File: config.mk
export PLATFORM = sky130hd
export DESIGN_NAME = keep_awake_pause_policy_top
export DESIGN_NICKNAME = d
export VERILOG_FILES = /design/src/hw/rtl/kapp_pkg.sv /design/src/hw/rtl/kapp_decide.sv /design/src/hw/rtl/keep_awake_pause_policy_top.sv
export SDC_FILE = /design/constraint.sdc
export NUM_CORES = 1
export LEC_CHECK = 0
export BUFFER_PORTS_ARGS = -buffer_cell sky130_fd_sc_hd__buf_4
export CAP_MARGIN = 20
export CORE_MARGIN = 8
export CORE_UTILIZATION = 47
export DETAILED_ROUTE_END_ITERATION = 8
export GPL_ROUTABILITY_DRIVEN = 0
export MAX_ROUTING_LAYER = met4
export SLEW_MARGIN = 20
export SYNTH_ARGS = -nofsm -noshare
export SYNTH_HDL_FRONTEND = slang
export SYNTH_SLANG_ARGS = --single-unit
export TNS_END_PERCENT = 5
File: constraint.sdc
create_clock -name clock -period 13.2 [get_ports clock]
set_input_delay 1.32 -clock clock [delete_from_list [all_inputs] [get_ports clock]]
set_output_delay 1.32 -clock clock [all_outputs]
set_load 0.03 [all_outputs]
File: src/hw/rtl/kapp_pkg.sv
// Shared types and codes for the keep-awake pause policy block.
// No dependencies; used by kapp_decide, the top level and the checker.
package kapp_pkg;

   localparam logic [10:0] MINUTES_PER_DAY = 11'(24 * 60);

   localparam int CSR_DATA_W = 22;
   localparam int CSR_IDX_W  = 3;

   localparam logic [CSR_IDX_W-1:0] CSR_ENABLE_MASK    = 3'd0;
   localparam logic [CSR_IDX_W-1:0] CSR_LOW_BATT_THR   = 3'd1;
   localparam logic [CSR_IDX_W-1:0] CSR_ACTIVE_START   = 3'd2;
   localparam logic [CSR_IDX_W-1:0] CSR_ACTIVE_END     = 3'd3;
   localparam logic [CSR_IDX_W-1:0] CSR_MAX_DURATION   = 3'd4;
   localparam logic [CSR_IDX_W-1:0] CSR_ACT_COOLDOWN   = 3'd5;

   localparam logic [6:0]  ENABLE_MASK_RST  = 7'd15;
   localparam logic [6:0]  LOW_BATT_THR_RST = 7'd20;
   localparam logic [16:0] COOLDOWN_RST     = 17'd60;

   localparam int EN_ACTIVITY = 0;
   localparam int EN_LOCKED   = 1;
   localparam int EN_DISCONN  = 2;
   localparam int EN_LOWBATT  = 3;
   localparam int EN_ONBATT   = 4;
   localparam int EN_FULLSCR  = 5;
   localparam int EN_HOURS    = 6;

   typedef enum logic [1:0] {
      MODE_EVAL  = 2'd0,
      MODE_START = 2'd1,
      MODE_STOP  = 2'd2
   } mode_type;

   typedef enum logic [1:0] {
      ACT_RUN   = 2'd0,
      ACT_PAUSE = 2'd1,
      ACT_STOP  = 2'd2
   } action_type;

   typedef enum logic [1:0] {
      ST_STOPPED = 2'd0,
      ST_RUNNING = 2'd1,
      ST_PAUSED  = 2'd2
   } run_state_type;

   typedef enum logic [3:0] {
      R_NONE     = 4'd0,
      R_MANUAL   = 4'd1,
      R_ACTIVITY = 4'd2,
      R_LOCKED   = 4'd3,
      R_DISCONN  = 4'd4,
      R_LOWBATT  = 4'd5,
      R_ONBATT   = 4'd6,
      R_FULLSCR  = 4'd7,
      R_HOURS    = 4'd8,
      R_MAXDUR   = 4'd9
   } reason_type;

   typedef struct packed {
      logic [6:0]  enable_mask;
      logic [6:0]  low_batt_thr;
      logic [10:0] active_start_minute;
      logic [10:0] active_end_minute;
      logic [21:0] run_limit;
      logic [16:0] activity_cooldown;
   } cfg_type;

   typedef struct packed {
      logic [1:0]  mode;
      logic [31:0] now_seconds;
      logic        user_input;
      logic        locked;
      logic        disconnected;
      logic        on_batt;
      logic [6:0]  batt_level;
      logic        fullscreen;
      logic [10:0] day_minute;
   } req_type;

   typedef struct packed {
      run_state_type run_state;
      reason_type    last_reason;
      logic [31:0]   start_time;
      logic [31:0]   last_activity_time;
      logic          activity_seen;
   } ctx_type;

   typedef struct packed {
      action_type    action;
      run_state_type engine_state;
      reason_type    reason;
      logic [16:0]   cool_secs;
   } rsp_type;

endpackage

File: src/hw/rtl/kapp_decide.sv
// Policy decision for one item: next engine context and the result.
// Depends on kapp_pkg.
module kapp_decide (
   input  kapp_pkg::cfg_type cfg,
   input  kapp_pkg::req_type req,
   input  kapp_pkg::ctx_type ctx,
   output kapp_pkg::ctx_type ctx_next,
   output kapp_pkg::rsp_type rsp,
   output logic              has_rsp
);

   logic        act_rec;
   logic [31:0] last_act;
   logic        seen;
   logic [31:0] run_elapsed;
   logic [31:0] act_elapsed;
   logic        maxdur_hit;
   logic        cool_hit;
   logic [16:0] cool_left;
   logic        in_window;
   logic        lowbatt_hit;

   assign act_rec  = req.user_input && cfg.enable_mask[kapp_pkg::EN_ACTIVITY];
   assign last_act = act_rec ? req.now_seconds : ctx.last_activity_time;
   assign seen     = act_rec || ctx.activity_seen;

   assign run_elapsed = (req.now_seconds >= ctx.start_time) ?
                        (req.now_seconds - ctx.start_time) : 32'd0;
   assign act_elapsed = (req.now_seconds >= last_act) ?
                        (req.now_seconds - last_act) : 32'd0;

   assign maxdur_hit = (cfg.run_limit != 22'd0) &&
                       (run_elapsed >= {10'd0, cfg.run_limit});
   assign cool_hit   = cfg.enable_mask[kapp_pkg::EN_ACTIVITY] && seen &&
                       (act_elapsed < {15'd0, cfg.activity_cooldown});
   assign cool_left  = cfg.activity_cooldown - act_elapsed[16:0];

   assign lowbatt_hit = req.on_batt &&
                        (req.batt_level <= cfg.low_batt_thr);

   always_comb begin
      if (req.day_minute >= kapp_pkg::MINUTES_PER_DAY) begin
         in_window = 1'b0;
      end else if (cfg.active_start_minute < cfg.active_end_minute) begin
         in_window = (req.day_minute >= cfg.active_start_minute) &&
                     (req.day_minute < cfg.active_end_minute);
      end else if (cfg.active_start_minute > cfg.active_end_minute) begin
         in_window = (req.day_minute >= cfg.active_start_minute) ||
                     (req.day_minute < cfg.active_end_minute);
      end else begin
         in_window = 1'b1;
      end
   end

   always_comb begin
      kapp_pkg::run_state_type st;
      kapp_pkg::reason_type    why;
      logic [16:0]             cool;

      ctx_next = ctx;
      has_rsp  = 1'b0;
      rsp.action       = kapp_pkg::ACT_STOP;
      rsp.engine_state = kapp_pkg::ST_STOPPED;
      rsp.reason       = ctx.last_reason;
      rsp.cool_secs    = 17'd0;
      st   = kapp_pkg::ST_RUNNING;
      why  = kapp_pkg::R_NONE;
      cool = 17'd0;

      case (req.mode)
         kapp_pkg::MODE_START: begin
            ctx_next.run_state          = kapp_pkg::ST_RUNNING;
            ctx_next.last_reason        = kapp_pkg::R_NONE;
            ctx_next.start_time         = req.now_seconds;
            ctx_next.last_activity_time = 32'd0;
            ctx_next.activity_seen      = 1'b0;
         end
         kapp_pkg::MODE_STOP: begin
            ctx_next.run_state   = kapp_pkg::ST_STOPPED;
            ctx_next.last_reason = kapp_pkg::R_MANUAL;
         end
         kapp_pkg::MODE_EVAL: begin
            has_rsp = 1'b1;
            if (ctx.run_state != kapp_pkg::ST_STOPPED) begin
               ctx_next.last_activity_time = last_act;
               ctx_next.activity_seen      = seen;
               if (maxdur_hit) begin
                  st  = kapp_pkg::ST_STOPPED;
                  why = kapp_pkg::R_MAXDUR;
               end else if (cfg.enable_mask[kapp_pkg::EN_LOCKED] && req.locked) begin
                  st  = kapp_pkg::ST_PAUSED;
                  why = kapp_pkg::R_LOCKED;
               end else if (cfg.enable_mask[kapp_pkg::EN_DISCONN] && req.disconnected) begin
                  st  = kapp_pkg::ST_PAUSED;
                  why = kapp_pkg::R_DISCONN;
               end else if (cfg.enable_mask[kapp_pkg::EN_LOWBATT] && lowbatt_hit) begin
                  st  = kapp_pkg::ST_PAUSED;
                  why = kapp_pkg::R_LOWBATT;
               end else if (cfg.enable_mask[kapp_pkg::EN_ONBATT] && req.on_batt) begin
                  st  = kapp_pkg::ST_PAUSED;
                  why = kapp_pkg::R_ONBATT;
               end else if (cfg.enable_mask[kapp_pkg::EN_FULLSCR] && req.fullscreen) begin
                  st  = kapp_pkg::ST_PAUSED;
                  why = kapp_pkg::R_FULLSCR;
               end else if (cfg.enable_mask[kapp_pkg::EN_HOURS] && !in_window) begin
                  st  = kapp_pkg::ST_PAUSED;
                  why = kapp_pkg::R_HOURS;
               end else if (cool_hit) begin
                  st   = kapp_pkg::ST_PAUSED;
                  why  = kapp_pkg::R_ACTIVITY;
                  cool = cool_left;
               end
               ctx_next.run_state   = st;
               ctx_next.last_reason = why;
               rsp.engine_state     = st;
               rsp.reason           = why;
               case (st)
                  kapp_pkg::ST_STOPPED: begin
                     rsp.action = kapp_pkg::ACT_STOP;
                  end
                  kapp_pkg::ST_PAUSED: begin
                     rsp.action    = kapp_pkg::ACT_PAUSE;
                     rsp.cool_secs = cool;
                  end
                  default: begin
                     rsp.action = kapp_pkg::ACT_RUN;
                  end
               endcase
            end
         end
         default: begin
         end
      endcase
   end

endmodule

File: src/hw/rtl/keep_awake_pause_policy_top.sv
// Keep-awake pause policy engine: input register, decision logic, result register.
// An accepted item is held in the input register, and its result is then captured in the result register.
// Throughput: one item per cycle unless an evaluate item waits on a stalled result, which holds the input stage only.
// Start and stop items never wait on a stalled result and give no result.
// Synchronous reset restores register defaults and a stopped engine, reason none.
// Depends on kapp_pkg and kapp_decide.
module keep_awake_pause_policy_top (
   input  logic                            clock,
   input  logic                            reset,

   input  logic                            csr_we,
   input  logic [kapp_pkg::CSR_IDX_W-1:0]  csr_index,
   input  logic [kapp_pkg::CSR_DATA_W-1:0] csr_wdata,

   input  logic                            req_valid,
   output logic                            req_ready,
   input  logic [1:0]                      req_mode,
   input  logic [31:0]                     req_now_seconds,
   input  logic                            req_user_input,
   input  logic                            req_locked,
   input  logic                            req_disconnected,
   input  logic                            req_on_batt,
   input  logic [6:0]                      req_batt_level,
   input  logic                            req_fullscreen,
   input  logic [10:0]                     req_day_minute,

   output logic                            rsp_valid,
   input  logic                            rsp_ready,
   output logic [1:0]                      rsp_action,
   output logic [1:0]                      rsp_engine_state_out,
   output logic [3:0]                      rsp_reason_code,
   output logic [16:0]                     rsp_cool_secs
);

   kapp_pkg::cfg_type cfg_ff, cfg_in;
   kapp_pkg::req_type req_ff, req_in;
   logic              req_valid_ff, req_valid_in;
   kapp_pkg::ctx_type ctx_ff, ctx_in;
   kapp_pkg::rsp_type rsp_ff, rsp_in;
   logic              rsp_valid_ff, rsp_valid_in;

   kapp_pkg::ctx_type ctx_next;
   kapp_pkg::rsp_type rsp_next;
   logic              has_rsp;
   logic              advance;

   kapp_decide u_decide (
      .cfg      (cfg_ff),
      .req      (req_ff),
      .ctx      (ctx_ff),
      .ctx_next (ctx_next),
      .rsp      (rsp_next),
      .has_rsp  (has_rsp)
   );

   assign advance   = req_valid_ff && (!has_rsp || !rsp_valid_ff || rsp_ready);
   assign req_ready = !req_valid_ff || advance;

   always_comb begin
      cfg_in = cfg_ff;
      if (csr_we) begin
         case (csr_index)
            kapp_pkg::CSR_ENABLE_MASK:  cfg_in.enable_mask         = csr_wdata[6:0];
            kapp_pkg::CSR_LOW_BATT_THR: cfg_in.low_batt_thr        = csr_wdata[6:0];
            kapp_pkg::CSR_ACTIVE_START: cfg_in.active_start_minute = csr_wdata[10:0];
            kapp_pkg::CSR_ACTIVE_END:   cfg_in.active_end_minute   = csr_wdata[10:0];
            kapp_pkg::CSR_MAX_DURATION: cfg_in.run_limit           = csr_wdata[21:0];
            kapp_pkg::CSR_ACT_COOLDOWN: cfg_in.activity_cooldown   = csr_wdata[16:0];
            default: begin
            end
         endcase
      end
   end

   always_comb begin
      req_valid_in = req_ready ? req_valid : req_valid_ff;
      req_in       = req_ff;
      if (req_valid && req_ready) begin
         req_in.mode         = req_mode;
         req_in.now_seconds  = req_now_seconds;
         req_in.user_input   = req_user_input;
         req_in.locked       = req_locked;
         req_in.disconnected = req_disconnected;
         req_in.on_batt      = req_on_batt;
         req_in.batt_level   = req_batt_level;
         req_in.fullscreen   = req_fullscreen;
         req_in.day_minute   = req_day_minute;
      end
   end

   always_comb begin
      ctx_in       = advance ? ctx_next : ctx_ff;
      rsp_in       = rsp_ff;
      rsp_valid_in = rsp_valid_ff;
      if (advance && has_rsp) begin
         rsp_in       = rsp_next;
         rsp_valid_in = 1'b1;
      end else if (rsp_ready) begin
         rsp_valid_in = 1'b0;
      end
   end

   always_ff @(posedge clock) begin
      if (reset) begin
         cfg_ff.enable_mask           <= kapp_pkg::ENABLE_MASK_RST;
         cfg_ff.low_batt_thr          <= kapp_pkg::LOW_BATT_THR_RST;
         cfg_ff.active_start_minute   <= 11'd0;
         cfg_ff.active_end_minute     <= 11'd0;
         cfg_ff.run_limit             <= 22'd0;
         cfg_ff.activity_cooldown     <= kapp_pkg::COOLDOWN_RST;
         ctx_ff.run_state             <= kapp_pkg::ST_STOPPED;
         ctx_ff.last_reason           <= kapp_pkg::R_NONE;
         ctx_ff.start_time            <= 32'd0;
         ctx_ff.last_activity_time    <= 32'd0;
         ctx_ff.activity_seen         <= 1'b0;
         req_valid_ff                 <= 1'b0;
         rsp_valid_ff                 <= 1'b0;
      end else begin
         cfg_ff       <= cfg_in;
         ctx_ff       <= ctx_in;
         req_valid_ff <= req_valid_in;
         rsp_valid_ff <= rsp_valid_in;
      end
   end

   always_ff @(posedge clock) begin
      req_ff <= req_in;
      rsp_ff <= rsp_in;
   end

   assign rsp_valid            = rsp_valid_ff;
   assign rsp_action           = rsp_ff.action;
   assign rsp_engine_state_out = rsp_ff.engine_state;
   assign rsp_reason_code      = rsp_ff.reason;
   assign rsp_cool_secs        = rsp_ff.cool_secs;

endmodule

Word level (Yosys, flattened, before mapping)
Cells that the tools add are included.
{ "totals": {"register_bits": 230, "latchBits": 0, "ramBits": 0, "mem_bits_ro": 0, "inputBits": 87, "output_inout_bits": 27, "memories": 0} }
{ "classes": {"add_sub_neg": 3, "mul": 0, "div": 0, "magnitude_cmp": 10, "eq_ne": 9, "shift": 0, "muxes": 43, "bitwise": 4, "n_reduce_logical": 43} }
{ "op_table": {"columns": ["op", "count"], "rows": [
  ["$mux 17", 9],
  ["$mux 32", 3],
  ["$pmux 33 s2", 1],
  ["$ge 32x32->1", 2],
  ["$sub 32x32->32", 2],
  ["$mux 21", 2],
  ["$mux 33", 1],
  ["$ge 32x22->1", 1],
  ["$lt 32x17->1", 1],
  ["$mux 4", 7],
  ["$lt 11x11->1", 2],
  ["$mux 2", 11],
  ["$reduce_bool 22->1", 1],
  ["$pmux 6 s3", 1],
  ["$sub 17x17->17", 1],
  ["$reduce_and 2->1", 8],
  ["$logic_and 1x1->1", 15],
  ["$ge 11x11->1", 1],
  ["$ge 11x11->1 const B", 1],
  ["$gt 11x11->1", 1],
  ["$reduce_or 11->1", 1],
  ["$le 7x7->1", 1],
  ["$eq 3x2->1 const B", 2],
  ["$eq 3x3->1 const B", 2],
  ["15 further kinds", 35]
]} }

Logic depth before layout (Yosys ltp)
Gate-level depths: netlist of run 1.
{ "logic_depth": {"word_depth": 20, "mapped_depth": 28, "depth_no_buf": 27} }

Cells and area by module
From an unflattened synthesis of run 1, not the netlist that was laid out.
{ "hier_totals": {"cells_unflattened": 1956, "area_unflattened_um2": 16677.2} }
{ "by_module_without_submodules": {"columns": ["mod", "n_inst", "cells_per_inst", "area_per_inst_um2", "seq_area_each_um2"], "rows": [
  ["keep_awake_pause_policy_top", 1, 722, 8403.1, 5425.2],
  ["kapp_decide", 1, 1234, 8274.2, 0.0]
]} }

Least setup slack after synthesis of run 1
OpenSTA, ideal clock, no wires.
{ "synth_timing": {"path_kind": "flip-flop to flip-flop", "from": "register req_ff[22] (netlist bit)", "to": "register rsp_ff (netlist bit rsp_cool_secs[10]) (data pin)", "setup_ns": 0.151, "t_arrival_ns": 5.795, "slack_ns": 7.254, "stages_incl_launch_ff": 29, "n_path_buf": 5, "synth_period_minus_slack_ns": 5.946, "path_cell_list": "edfxtp_1 > and2_1 > buf_4 > buf_1 > mux2i_1 > ha_1 > clkbuf_1 > nand2_1 > nor2_1 > o21ai_0 > nor3b_2 > o31ai_1 > a21oi_1 > o21ai_1 > clkbuf_1 > nand2_1 > inv_1 > ha_1 > a211oi_1 > o21ai_0 > o211ai_1 > o211ai_1 > a41o_1 > a2111oi_2 > o2111ai_1 > nor4b_4 > o2111ai_4 > buf_6 > nor3_2"} }
{ "synth_between": {"elab_chain_len": 19} }
{ "synth_lines": {"columns": ["element", "line_no", "rtl"], "rows": [
  ["from (decl)", "keep_awake_pause_policy_top.sv:36", "kapp_pkg::req_type req_ff, req_in;"],
  ["from (signal assigned)", "keep_awake_pause_policy_top.sv:127", "req_ff <= req_in;"],
  ["$logic_and 1x1->1 (*)", "kapp_decide.sv:23", "assign act_rec = req.user_input && cfg.enable_mask[kapp_pkg::EN_ACTIVITY];"],
  ["$mux 32", "kapp_decide.sv:24", "assign last_act = act_rec ? req.now_seconds : ctx.last_activity_time;"],
  ["$sub 32x32->32 / $ge 32x32->1 (equally long branches)", "kapp_decide.sv:30, kapp_decide.sv:29", null],
  ["$mux 32", "kapp_decide.sv:29", "assign act_elapsed = (req.now_seconds >= last_act) ?"],
  ["$lt 32x17->1", "kapp_decide.sv:35", "(act_elapsed < {15'd0, cfg.activity_cooldown});"],
  ["$logic_and 1x1->1", "kapp_decide.sv:34", "assign cool_hit = cfg.enable_mask[kapp_pkg::EN_ACTIVITY] && seen &&"],
  ["$mux 2", "kapp_decide.sv:108", "end else if (cool_hit) begin"],
  ["$mux 2", "kapp_decide.sv:105", "end else if (cfg.enable_mask[kapp_pkg::EN_HOURS] && !in_window) begin"],
  ["(+3 left out)", null, null],
  ["$mux 2", "kapp_decide.sv:93", "end else if (cfg.enable_mask[kapp_pkg::EN_DISCONN] && req.disconnected) begin"],
  ["$mux 2", "kapp_decide.sv:90", "end else if (cfg.enable_mask[kapp_pkg::EN_LOCKED] && req.locked) begin"],
  ["$mux 2", "kapp_decide.sv:87", "if (maxdur_hit) begin"],
  ["$mux 2", "kapp_decide.sv:84", "if (ctx.run_state != kapp_pkg::ST_STOPPED) begin"],
  ["$mux 2", "kapp_decide.sv:70", "case (req.mode)"],
  ["$eq 2x2->1", "kapp_decide.sv:117", "case (st)"],
  ["$not 1->1 (no line)", null, null],
  ["$reduce_or 11->1 (no line)", null, null],
  ["to (signal assigned)", "keep_awake_pause_policy_top.sv:128", "rsp_ff <= rsp_in;"],
  ["to (decl)", "keep_awake_pause_policy_top.sv:39", "kapp_pkg::rsp_type rsp_ff, rsp_in;"]
]} }
Mark *: on every way between the ends. The rest lies on a longest branch, timed or not. The select of a mux whose other input is x is not followed.
A chain may end at the register's enable or synchronous reset.

Worst setup path after layout of run 1
{ "layout_timing": {"from": "register cfg_ff[68] (netlist bit)", "to": "register rsp_ff (netlist bit rsp_cool_secs[3]) (data pin)"} }
{ "layout_between": {"elab_chain_len": 19} }
{ "layout_lines": {"columns": ["element", "line_no", "rtl"], "rows": [
  ["from (decl)", "keep_awake_pause_policy_top.sv:35", "kapp_pkg::cfg_type cfg_ff, cfg_in;"],
  ["from (signal assigned)", "keep_awake_pause_policy_top.sv:119", "cfg_ff <= cfg_in;"],
  ["$logic_and 1x1->1", "kapp_decide.sv:23", null],
  ["$mux 32", "kapp_decide.sv:24", null],
  ["$sub 32x32->32 / $ge 32x32->1 (equally long branches)", "kapp_decide.sv:30, kapp_decide.sv:29", null],
  ["$mux 32", "kapp_decide.sv:29", null],
  ["$lt 32x17->1", "kapp_decide.sv:35", null],
  ["$logic_and 1x1->1", "kapp_decide.sv:34", null],
  ["$mux 2", "kapp_decide.sv:108", null],
  ["$mux 2", "kapp_decide.sv:105", null],
  ["(+3 left out)", null, null],
  ["$mux 2", "kapp_decide.sv:93", null],
  ["$mux 2", "kapp_decide.sv:90", null],
  ["$mux 2", "kapp_decide.sv:87", null],
  ["$mux 2", "kapp_decide.sv:84", null],
  ["$mux 2", "kapp_decide.sv:70", null],
  ["$eq 2x2->1", "kapp_decide.sv:117", null],
  ["$not 1->1 (no line)", null, null],
  ["$reduce_or 11->1 (no line)", null, null]
]} }
Parallel ways exist; a longest one is shown, timed or not. The select of a mux whose other input is x is not followed.

==> results of run 1 <==
-- registers in the layout, summed over array words and instances (netlist names) --
register              cells
cfg_ff                   75
rsp_reason_code           4
req_valid_ff              1
req_ff                   57
rsp_valid                 1
rsp_cool_secs            17
rsp_action                2
rsp_engine_state_out      2
ctx_ff                   71
-- worst register-to-register path, stage by stage, from the launching register on --
cell                        delay (ps)
sky130_fd_sc_hd__dfxtp_1           450
sky130_fd_sc_hd__and2_1            160
sky130_fd_sc_hd__buf_4             420
sky130_fd_sc_hd__mux2i_1           220
sky130_fd_sc_hd__ha_1              460
sky130_fd_sc_hd__nand2_1           220
sky130_fd_sc_hd__nor2_1            460
sky130_fd_sc_hd__nand3_1           230
sky130_fd_sc_hd__o31ai_1           450
sky130_fd_sc_hd__a21oi_1           140
sky130_fd_sc_hd__o21ai_1           290
sky130_fd_sc_hd__buf_4             300
sky130_fd_sc_hd__nand2_1           140
sky130_fd_sc_hd__inv_1              70
sky130_fd_sc_hd__ha_1              300
sky130_fd_sc_hd__a211oi_1          290
sky130_fd_sc_hd__o21ai_0           130
sky130_fd_sc_hd__o211ai_1          110
sky130_fd_sc_hd__o211ai_1          130
sky130_fd_sc_hd__a41o_1            360
sky130_fd_sc_hd__a2111oi_2         270
sky130_fd_sc_hd__o2111ai_1         230
sky130_fd_sc_hd__nor4b_4           560
sky130_fd_sc_hd__o2111ai_4         430
sky130_fd_sc_hd__nor4_1            420
-- path summary, 6_finish.rpt --
kind / start / end / slack, ps / cells after the start
max: cfg_ff[68] / rsp_cool_secs[3] / 5770 / 24
min: cfg_ff[40] / cfg_ff[40] / 450 / 2
max reg2reg: cfg_ff[68] / rsp_cool_secs[3] / 5770 / 24
min reg2reg: cfg_ff[40] / cfg_ff[40] / 450 / 2
-- routing by layer --
layer  GRT usage  vias up  part of all wire
met5           -        -                 0
met4      0.0536        0             0.022
met3      0.0293       64             0.045
met2       0.342      279              0.44
met1       0.310     6380              0.49
li1            -     6659                 -
-- per-stage QoR --
stage / hold WS [ps] / std cells / worst slack (ps) / instance area [um2]
global placement: 442 / 2304 / 5900 / 16400
CTS: 456 / 2354 / 5840 / 17300
floorplan: 425 / 1844 / 7250 / 15200
global route: 473 / 2354 / 5460 / 17300
finish: 452 / 2354 / 5770 / 17300
detailed placement: 447 / 2304 / 5880 / 16400
-- cell type report --
type	count	area (um2)	area share
repair buffers	122	916	0.0531
flip-flops and latches	230	5430	0.314
multi-input cells	1406	9030	0.523
inverters	138	518	0.0300
clock buffers	38	788	0.0457
clock inverters	12	71.3	0.00413
well taps	408	510	0.0296
-- Yosys cell counts, drive strengths merged (12+ instances only) --
library cell,instances,share of area
a211oi,12,0.0062
o211ai,13,0.0064
edfxtp,82,0.16
a21oi,223,0.073
o21ai,68,0.022
o21a,15,0.0074
and2,13,0.0055
xnor2,30,0.017
mux2i,40,0.026
nand2,324,0.080
ha,157,0.13
nor2,154,0.038
nor3,36,0.015
inv,138,0.034
xor2,19,0.011
dfxtp,148,0.19
nor2b,20,0.0082
a21o,38,0.019
nand4,20,0.0082
nand2b,16,0.0066
and3,12,0.0049
clkbuf,59,0.015
nand3,23,0.0076
-- kinds of logic after synthesis --
group                    Yosys count  synth area share
AND/OR/NAND/NOR                  674             0.202
AO/OA/AOI/OAI                    482             0.202
flip-flops                       230             0.356
buffers and inverters            208            0.0523
adder cells (fa/ha/maj)          160             0.133
XOR/XNOR                          49            0.0282
multiplexers                      41            0.0270
-- power breakdown --
part           internal (mW)  switching (mW)  leakage, nW
Sequential             0.754          0.0200         1.97
Combinational          0.185           0.283         4.50
Clock                  0.416           0.301        0.425
Total                   1.36           0.604         6.89
==> reports/summary.md, run 1 <==
### Status
* **run status** complete, no violations

### GRT
* **global-route wire length before repair** 68200 um
* **maximum number of pins on one net before global-route repair** 85
* **All-Layer GR Usage** 0.223
* **total global routing overflow** 0
* **antenna violations before repair** 0
* **via count of the first global-routing pass** 12.7k

### Critical path
* **peak fanout along the critical path** 28
* **arrival time of data at the critical path endpoint** 7770 ps
* **critical path buffer and inverter count** 3
* **worst setup path category** flip-flop to flip-flop
* **required time of the worst setup path** 13530 ps
* **dominant delay contributor by cell family on the critical path** compound AO/OA/AOI/OAI gates
* **cell-by-cell trace of the critical path** and2_1 > buf_4 > mux2i_1 > ha_1 > nand2_1 > nor2_1 > nand3_1 > o31ai_1 > a21oi_1 > o21ai_1 > buf_4 > nand2_1 > inv_1 > ha_1 > a211oi_1 > o21ai_0 > o211ai_1 > o211ai_1 > a41o_1 > a2111oi_2 > o2111ai_1 > nor4b_4 > o2111ai_4 > nor4_1
* **kind of start point of the critical path** flip-flop
* **endpoint kind of the worst setup timing path** flip-flop
* **delay of the slowest cell on the worst path** 560 ps
* **cell at the slowest stage of the critical path** sky130_fd_sc_hd__nor4b_4

### Drt
* **via/cell ratio** 5.68
* **number of optimization iterations in the first detailed-route pass** 4
* **routed wire length** 43200 um
* **DR DRC count** 0
* **routed len/inst** 18.3 um
* **DRC marker count from the first detailed-route iteration** 946
* **via count of the routed design** 13.4k
* **Antenna Violating Nets Remaining** 0

### Layout
* **fraction of layout instances using a drive strength above 1** 0.104
* **Ant. Diodes** 0
* **area growth from synthesis to layout** 13.3%
* **Filler cells** 3115
* **most common cell after layout, fill and taps aside** sky130_fd_sc_hd__nand2_1
* **commonest non-fill, non-tap cells in the layout** 324 x sky130_fd_sc_hd__nand2_1, 223 x sky130_fd_sc_hd__a21oi_1, 157 x sky130_fd_sc_hd__ha_1
* **layout net count** 2172
* **Core Util, Final** 0.536

### Floorplan
* **width of the chip** 196 um
* **starting utilization of the core area** 0.473
* **top-level port count** 114
* **die area** 0.0384 mm2
* **y dimension of the die** 196 um
* **standard-cell row count** 66
* **CORE AREA** 0.0322 mm2

### STA
* **transition at the pin with the smallest max-transition slack** 999 ps
* **upper clock frequency limit** 135 MHz
* **number of hold violations in the final report** 0
* **RSZ-0062 raised after global routing** false
* **remaining max-slew budget at the tightest pin** 0.328
* **post-layout minimum cycle time** 7430 ps
* **Final setup violation count** 0
* **Final Max Slew Viols** 0
* **final worst path period share** 0.563
* **clock tree skew after final layout** 14.3 ps
* **aggregate negative setup slack** 0 ps

### Clock tree
* **CTS hold repair buffers** 0
* **H-Tree Level Count** 1
* **# resized after CTS** 0
* **clock tree buffer depth** 3
* **clk root buf** sky130_fd_sc_hd__clkbuf_16
* **clock latency of the later-clocked register in the worst-skew pair** 540 ps
* **number of buffers created by CTS** 27
* **setup bufs post-CTS** 0
* **Sink Count** 230
* **Clock transition at path regs** 60 ps
* **CTS tree** built

### Worst hold path
* **class of the most critical hold timing path** flip-flop to flip-flop

### Logic synthesis
* **area of the mapped netlist** 0.0152 mm2
* **count of different cell masters after synthesis** 82
* **Synth Area per Inst** 8.26 um2
* **count of flip-flops with a built-in enable after synthesis** 82
* **sequential fraction of the synthesis area** 0.356
* **number of standard cells after synthesis** 1844
* **most used flip-flop cell after synthesis** sky130_fd_sc_hd__dfxtp_1
* **Net Count, Synth** 2091
* **ys async rst share** 0
* **flop and latch count out of synthesis** 230
* **number of warning messages in the yosys log** 0

### Power and ir drop
* **Max IR drop VDD** 0.105 mV
* **total power** 1.96 mW
* **leakage power of the design** 6.89 nW
* **power per unit of standard cell area** 114 mW/mm2

### Run
* **count of maximum capacitance violations** 0

### Placement
* **number of port buffers** 113
* **Final HPWL DP** 33200 um

Power figures use the tool's default switching activity.
==> run 2: changes to the inputs <==
PLACE_DENSITY = 0.67   (was unset)
clock period = 6.6 ns   (was 13.2 ns; I/O delays follow)
==> run 2 against run 1 <==
Effect of this change: first-iteration DRC count increased by 8.7%; final area rose by 1.4%; non-clock buffer count increased by 14; fmax rose by 20%; total power is 100% higher.
==> reports/summary.md, run 2 (synthesized netlist as in run 1, its figures left out) <==
### Drt
* **Antenna Violating Nets Remaining** 0
* **number of optimization iterations in the first detailed-route pass** 5
* **DR DRC count** 0
* **via/cell ratio** 5.76
* **routed len/inst** 18.0 um
* **DRC marker count from the first detailed-route iteration** 1028
* **routed wire length** 42600 um
* **via count of the routed design** 13.6k

### Critical path
* **required time of the worst setup path** 6970 ps
* **peak fanout along the critical path** 13
* **worst setup path category** flip-flop to flip-flop
* **kind of start point of the critical path** flip-flop
* **arrival time of data at the critical path endpoint** 6540 ps
* **endpoint kind of the worst setup timing path** flip-flop

### STA
* **upper clock frequency limit** 162 MHz
* **PnR worst setup slack** 428 ps
* **post-layout minimum cycle time** 6170 ps
* **aggregate negative setup slack** 0 ps
* **Final setup violation count** 0
* **transition at the pin with the smallest max-transition slack** 1380 ps
* **number of hold violations in the final report** 0
* **clock tree skew after final layout** 27.9 ps
* **Final Max Slew Viols** 0
* **remaining max-slew budget at the tightest pin** 0.0675
* **RSZ-0062 raised after global routing** false
* **final worst path period share** 0.935

### Power and ir drop
* **leakage power of the design** 6.97 nW
* **total power** 3.97 mW
* **Max IR drop VDD** 0.168 mV
* **power per unit of standard cell area** 227 mW/mm2

### Layout
* **Post-Layout Cell Count** 2367
* **post-route cell area** 0.0175 mm2
* **layout net count** 2186
* **commonest non-fill, non-tap cells in the layout** 324 x sky130_fd_sc_hd__nand2_1, 222 x sky130_fd_sc_hd__a21oi_1, 156 x sky130_fd_sc_hd__ha_1
* **area growth from synthesis to layout** 14.9%
* **Largest regs** cfg_ff: 75 flops, ctx_ff: 71 flops, req_ff: 57 flops
* **fraction of layout instances using a drive strength above 1** 0.114
* **most common cell after layout, fill and taps aside** sky130_fd_sc_hd__nand2_1
* **Biggest register** cfg_ff
* **Ant. Diodes** 0
* **Filler cells** 3003
* **flip-flop count of the largest register, all copies and words added** 75

### Clock tree
* **clk root buf** sky130_fd_sc_hd__clkbuf_16
* **H-Tree Level Count** 1
* **CTS hold repair buffers** 0
* **clock tree buffer depth** 3
* **Clock transition at path regs** 60 ps
* **clock latency of the later-clocked register in the worst-skew pair** 550 ps
* **Sink Count** 230
* **number of buffers created by CTS** 26
* **CTS tree** built

### Placement
* **placed instance count** 2305
* **number of port buffers** 113
* **Final HPWL DP** 32900 um
* **post-placement cell area** 0.0164 mm2
* **Setup Slack @ Placement** -116 ps

### GRT
* **antenna violations before repair** 0
* **maximum number of pins on one net before global-route repair** 75
* **via count of the first global-routing pass** 12.8k
* **total global routing overflow** 0
* **global-route wire length before repair** 66600 um
* **All-Layer GR Usage** 0.217

### Run
* **count of maximum capacitance violations** 0

### Floorplan
* **width of the chip** 196 um
* **CORE AREA** 0.0322 mm2
* **standard-cell row count** 66
* **starting utilization of the core area** 0.473
* **die area** 0.0384 mm2
* **top-level port count** 114
* **y dimension of the die** 196 um

### Status
* **run status** complete, no violations

### Worst hold path
* **class of the most critical hold timing path** primary input to flip-flop

[run 2: final timing paths]
path                from  cells after the start  slack (ps)               end
max           req_ff[23]                     27         430  rsp_cool_secs[2]
min          req_on_batt                      1         280        req_ff[19]
max reg2reg   req_ff[23]                     27         430  rsp_cool_secs[2]
min reg2reg   ctx_ff[56]                      2         450        ctx_ff[56]
[run 2: where the power goes]
part / leakage [nW] / internal [mW] / switching (mW)
Combinational: 4.58 / 0.376 / 0.573
Clock: 0.432 / 0.867 / 0.606
Sequential: 1.97 / 1.51 / 0.0419
Total: 6.97 / 2.75 / 1.22
[run 2: repair_timing]
item,4_1_cts,5_1_grt
gates resized for setup,1,13
endpoints found under the hold margin,0,0
gates cloned,0,1
pin swaps,0,5
setup endpoints to repair,3,19
buffers inserted,0,12
[run 2: worst max-delay path, stage by stage, from the launching register on]
cell and delay [ps]:
sky130_fd_sc_hd__edfxtp_1 400, sky130_fd_sc_hd__inv_1 160, sky130_fd_sc_hd__ha_1 210, sky130_fd_sc_hd__inv_1 60, sky130_fd_sc_hd__fa_1 430, sky130_fd_sc_hd__a211oi_2 250, sky130_fd_sc_hd__o211ai_1 200, sky130_fd_sc_hd__and3_1 220
sky130_fd_sc_hd__o21ai_2 240, sky130_fd_sc_hd__a21o_1 150, sky130_fd_sc_hd__a21oi_1 60, sky130_fd_sc_hd__o31a_1 280, sky130_fd_sc_hd__nor2_1 160, sky130_fd_sc_hd__buf_4 190, sky130_fd_sc_hd__nor3_1 70, sky130_fd_sc_hd__ha_1 290
sky130_fd_sc_hd__a21o_1 190, sky130_fd_sc_hd__a2111oi_1 410, sky130_fd_sc_hd__o31ai_1 130, sky130_fd_sc_hd__nand2_1 100, sky130_fd_sc_hd__o21ai_0 200, sky130_fd_sc_hd__nor3_1 250, sky130_fd_sc_hd__nand4_1 170, sky130_fd_sc_hd__nor4_4 270
sky130_fd_sc_hd__buf_4 210, sky130_fd_sc_hd__o21ai_4 170, sky130_fd_sc_hd__buf_6 250, sky130_fd_sc_hd__nor4_2 280
[run 2: metrics by stage]
step / util / hold WS [ps]
3_3_place_gp: 0.510 / 436
3_5_place_dp: 0.510 / 447
4_1_cts: 0.537 / 259
5_1_grt: 0.543 / 266
6_report: 0.543 / 276
2_1_floorplan: - / 425
[run 2: per-layer routing]
layer | global-route usage | up-vias | share of wire
met5 | - | - | 0
li1 | - | 6702 | -
met3 | 0.0230 | 85 | 0.055
met2 | 0.342 | 404 | 0.46
met1 | 0.294 | 6437 | 0.46
met4 | 0.0595 | 0 | 0.026
[run 2: cell type report]
type / instances / area [um2] / share of cell area
multi-input combinational: 1407 / 9110 / 0.521
clock buffer: 36 / 739 / 0.0422
inverter: 138 / 518 / 0.0296
clock inverter: 12 / 140 / 0.00801
timing repair buffer: 136 / 1060 / 0.0604
tap: 408 / 510 / 0.0292
sequential: 230 / 5430 / 0.310
==> run 3: changes to the inputs <==
SYNTH_HIERARCHICAL = 1   (was unset)
==> run 3 against run 2 <==
Effect of this change: cell count up 6.3%; worst setup slack worse by 43 ps; final area up 8.2%; sequential share of layout area down 2.4 points; global-route usage down 0.32 points; flip-flop and latch count unchanged; clock skew down 18 ps; worst hold slack worse by 7.7 ps; critical endpoint is now rsp_cool_secs[3].
==> reports/summary.md, run 3 <==
### Floorplan
* **die area** 0.0418 mm2
* **width of the chip** 204 um
* **standard-cell row count** 69
* **starting utilization of the core area** 0.473
* **top-level port count** 114
* **y dimension of the die** 204 um
* **CORE AREA** 0.0352 mm2

### STA
* **Final Max Slew Viols** 0
* **remaining max-slew budget at the tightest pin** 0.333
* **number of hold violations in the final report** 0
* **upper clock frequency limit** 161 MHz
* **hold slack final** 268 ps
* **clock tree skew after final layout** 10.3 ps
* **PnR worst setup slack** 386 ps
* **final worst path period share** 0.942
* **transition at the pin with the smallest max-transition slack** 1000 ps
* **Final setup violation count** 0
* **post-layout minimum cycle time** 6210 ps

### Drt
* **number of optimization iterations in the first detailed-route pass** 6
* **DRC marker count from the first detailed-route iteration** 1021
* **via count of the routed design** 14.2k
* **routed wire length** 45300 um
* **via/cell ratio** 5.64
* **DR DRC count** 0
* **Antenna Violating Nets Remaining** 0
* **routed len/inst** 18.0 um

### Layout
* **fraction of layout instances using a drive strength above 1** 0.130
* **flip-flop count of the largest register, all copies and words added** 75
* **most common cell after layout, fill and taps aside** sky130_fd_sc_hd__nand2_1
* **Biggest register** cfg_ff
* **Post-Layout Cell Count** 2517
* **post-route cell area** 0.0189 mm2
* **Largest regs** cfg_ff: 75 flops, ctx_ff: 71 flops, req_ff: 57 flops
* **Core Util, Final** 0.538
* **area growth from synthesis to layout** 13.6%
* **Ant. Diodes** 0
* **commonest non-fill, non-tap cells in the layout** 237 x sky130_fd_sc_hd__nand2_1, 160 x sky130_fd_sc_hd__nand2b_1, 158 x sky130_fd_sc_hd__a21oi_1
* **layout net count** 2283

### Power and ir drop
* **Max IR drop VDD** 0.202 mV
* **leakage power of the design** 7.48 nW
* **power per unit of standard cell area** 215 mW/mm2

### GRT
* **All-Layer GR Usage** 0.214
* **total global routing overflow** 0
* **via count of the first global-routing pass** 13.5k
* **global-route wire length before repair** 71000 um
* **antenna violations before repair** 0
* **maximum number of pins on one net before global-route repair** 90

### Clock tree
* **H-Tree Level Count** 1
* **CTS tree** built
* **clock latency of the later-clocked register in the worst-skew pair** 570 ps
* **Sink Count** 230
* **clock tree buffer depth** 3
* **clk root buf** sky130_fd_sc_hd__clkbuf_16
* **number of buffers created by CTS** 27
* **Clock transition at path regs** 60 ps

### Placement
* **Final HPWL DP** 34400 um
* **number of port buffers** 113
* **post-placement cell area** 0.0179 mm2
* **placed instance count** 2464
* **Setup Slack @ Placement** -117 ps

### Status
* **run status** complete, no violations

### Logic synthesis
* **cell with the most instances after synthesis** sky130_fd_sc_hd__nand2_1
* **area of the mapped netlist** 0.0167 mm2
* **fraction of post-synthesis cell area in the top cell type by area** 0.178
* **most used flip-flop cell after synthesis** sky130_fd_sc_hd__dfxtp_1
* **largest cells by area after synthesis** sky130_fd_sc_hd__dfxtp_1 18%, sky130_fd_sc_hd__edfxtp_1 15%, sky130_fd_sc_hd__ha_1 12%
* **number of standard cells after synthesis** 1956
* **ys async rst share** 0
* **sequential fraction of the synthesis area** 0.325
* **count of different cell masters after synthesis** 80
* **Net Count, Synth** 2204
* **number of warning messages in the yosys log** 6
* **top cell types by occurrence after synthesis** 238 x sky130_fd_sc_hd__nand2_1, 161 x sky130_fd_sc_hd__a21oi_1, 160 x sky130_fd_sc_hd__nand2b_1
* **Synth Area per Inst** 8.53 um2
* **count of flip-flops with a built-in enable after synthesis** 82
* **Synth area leader** sky130_fd_sc_hd__dfxtp_1
* **flop and latch count out of synthesis** 230

### Critical path
* **kind of start point of the critical path** flip-flop
* **arrival time of data at the critical path endpoint** 6610 ps
* **peak fanout along the critical path** 23
* **required time of the worst setup path** 7000 ps
* **endpoint kind of the worst setup timing path** flip-flop
* **worst setup path category** flip-flop to flip-flop

### Run
* **count of maximum capacitance violations** 0

### Worst hold path
* **class of the most critical hold timing path** primary input to flip-flop

-- run 3: power breakdown --
group / switching (mW) / total [mW] / leakage, nW / internal (mW)
clock network: 0.621 / 1.50 / 0.437 / 0.881
registers: 0.0440 / 1.55 / 2.00 / 1.51
logic: 0.591 / 1.01 / 5.05 / 0.422
total: 1.26 / 4.07 / 7.48 / 2.81
-- run 3: worst max-delay path, cell delays in order (launching register included) --
cell and delay, ps:
sky130_fd_sc_hd__edfxtp_1 360, sky130_fd_sc_hd__inv_1 90, sky130_fd_sc_hd__ha_1 140, sky130_fd_sc_hd__inv_1 60, sky130_fd_sc_hd__fa_1 420, sky130_fd_sc_hd__a211oi_1 270
sky130_fd_sc_hd__o21ai_1 210, sky130_fd_sc_hd__o311ai_2 330, sky130_fd_sc_hd__a21oi_1 140, sky130_fd_sc_hd__a2111oi_1 350, sky130_fd_sc_hd__o21ai_0 150, sky130_fd_sc_hd__a21oi_1 210
sky130_fd_sc_hd__buf_6 220, sky130_fd_sc_hd__nor2_1 70, sky130_fd_sc_hd__ha_1 320, sky130_fd_sc_hd__a211oi_2 230, sky130_fd_sc_hd__nor2_1 80, sky130_fd_sc_hd__a211oi_1 190
sky130_fd_sc_hd__o21ai_0 120, sky130_fd_sc_hd__a211o_1 310, sky130_fd_sc_hd__o22ai_1 160, sky130_fd_sc_hd__nand2_1 100, sky130_fd_sc_hd__a2111oi_2 330, sky130_fd_sc_hd__a31oi_2 220
sky130_fd_sc_hd__or4b_1 560, sky130_fd_sc_hd__buf_6 210, sky130_fd_sc_hd__nor3_1 210
-- run 3: cells by family after synthesis --
group | Yosys count | share of synthesized area
buf+inv | 249 | 0.0625
flops | 230 | 0.325
compound gates | 447 | 0.166
mux | 147 | 0.0906
simple gates | 667 | 0.204
fa+ha+maj | 161 | 0.122
xor+xnor | 55 | 0.0289
-- run 3: through the flow --
| stage | TNS, ps | power [mW] |
|---|---|---|
| floorplan | 0 | 2.27 |
| global placement | 0 | 2.54 |
| detailed placement | -235 | 2.56 |
| CTS | 0 | 4.07 |
| global route | -14.1 | 4.25 |
| finish | 0 | 4.07 |
-- run 3: final timing paths --
| path | startpoint | end | cells after the start | slack [ps] |
|---|---|---|---|---|
| hold / removal | req_day_minute[8] | req_ff[8] | 1 | 270 |
| setup reg to reg | req_ff[23] | rsp_cool_secs[3] | 26 | 390 |
| setup / recovery | req_ff[23] | rsp_cool_secs[3] | 26 | 390 |
| hold reg to reg | cfg_ff[32] | cfg_ff[32] | 2 | 460 |
-- run 3: cell type report --
class                      count  area (um2)
clock buffer                  38         754
fill                        3236       16300
inverter                     154         578
timing repair buffer         145        1130
clock inverter                12         135
sequential                   230        5430
multi-input combinational   1477       10300
tap                          461         577
-- run 3: timing repair --
action / 4_1_cts / 5_1_grt
cloned: 0 / 1
setup endpoints to repair: 15 / 31
setup buffers: 0 / 1
gates resized for setup: 3 / 22
hold buffers: 0 / 0
pin swaps: 0 / 2
-- run 3: per-layer routing --
metal / share of wire / routed length (um) / global-route usage / vias to the layer above
met1: 0.46 / 20800 / 0.278 / 6759
met2: 0.47 / 21500 / 0.349 / 331
met5: 0 / 0 / - / -
met3: 0.039 / 1770 / 0.0203 / 73
met4: 0.028 / 1250 / 0.0651 / 0
li1: - / - / - / 7022
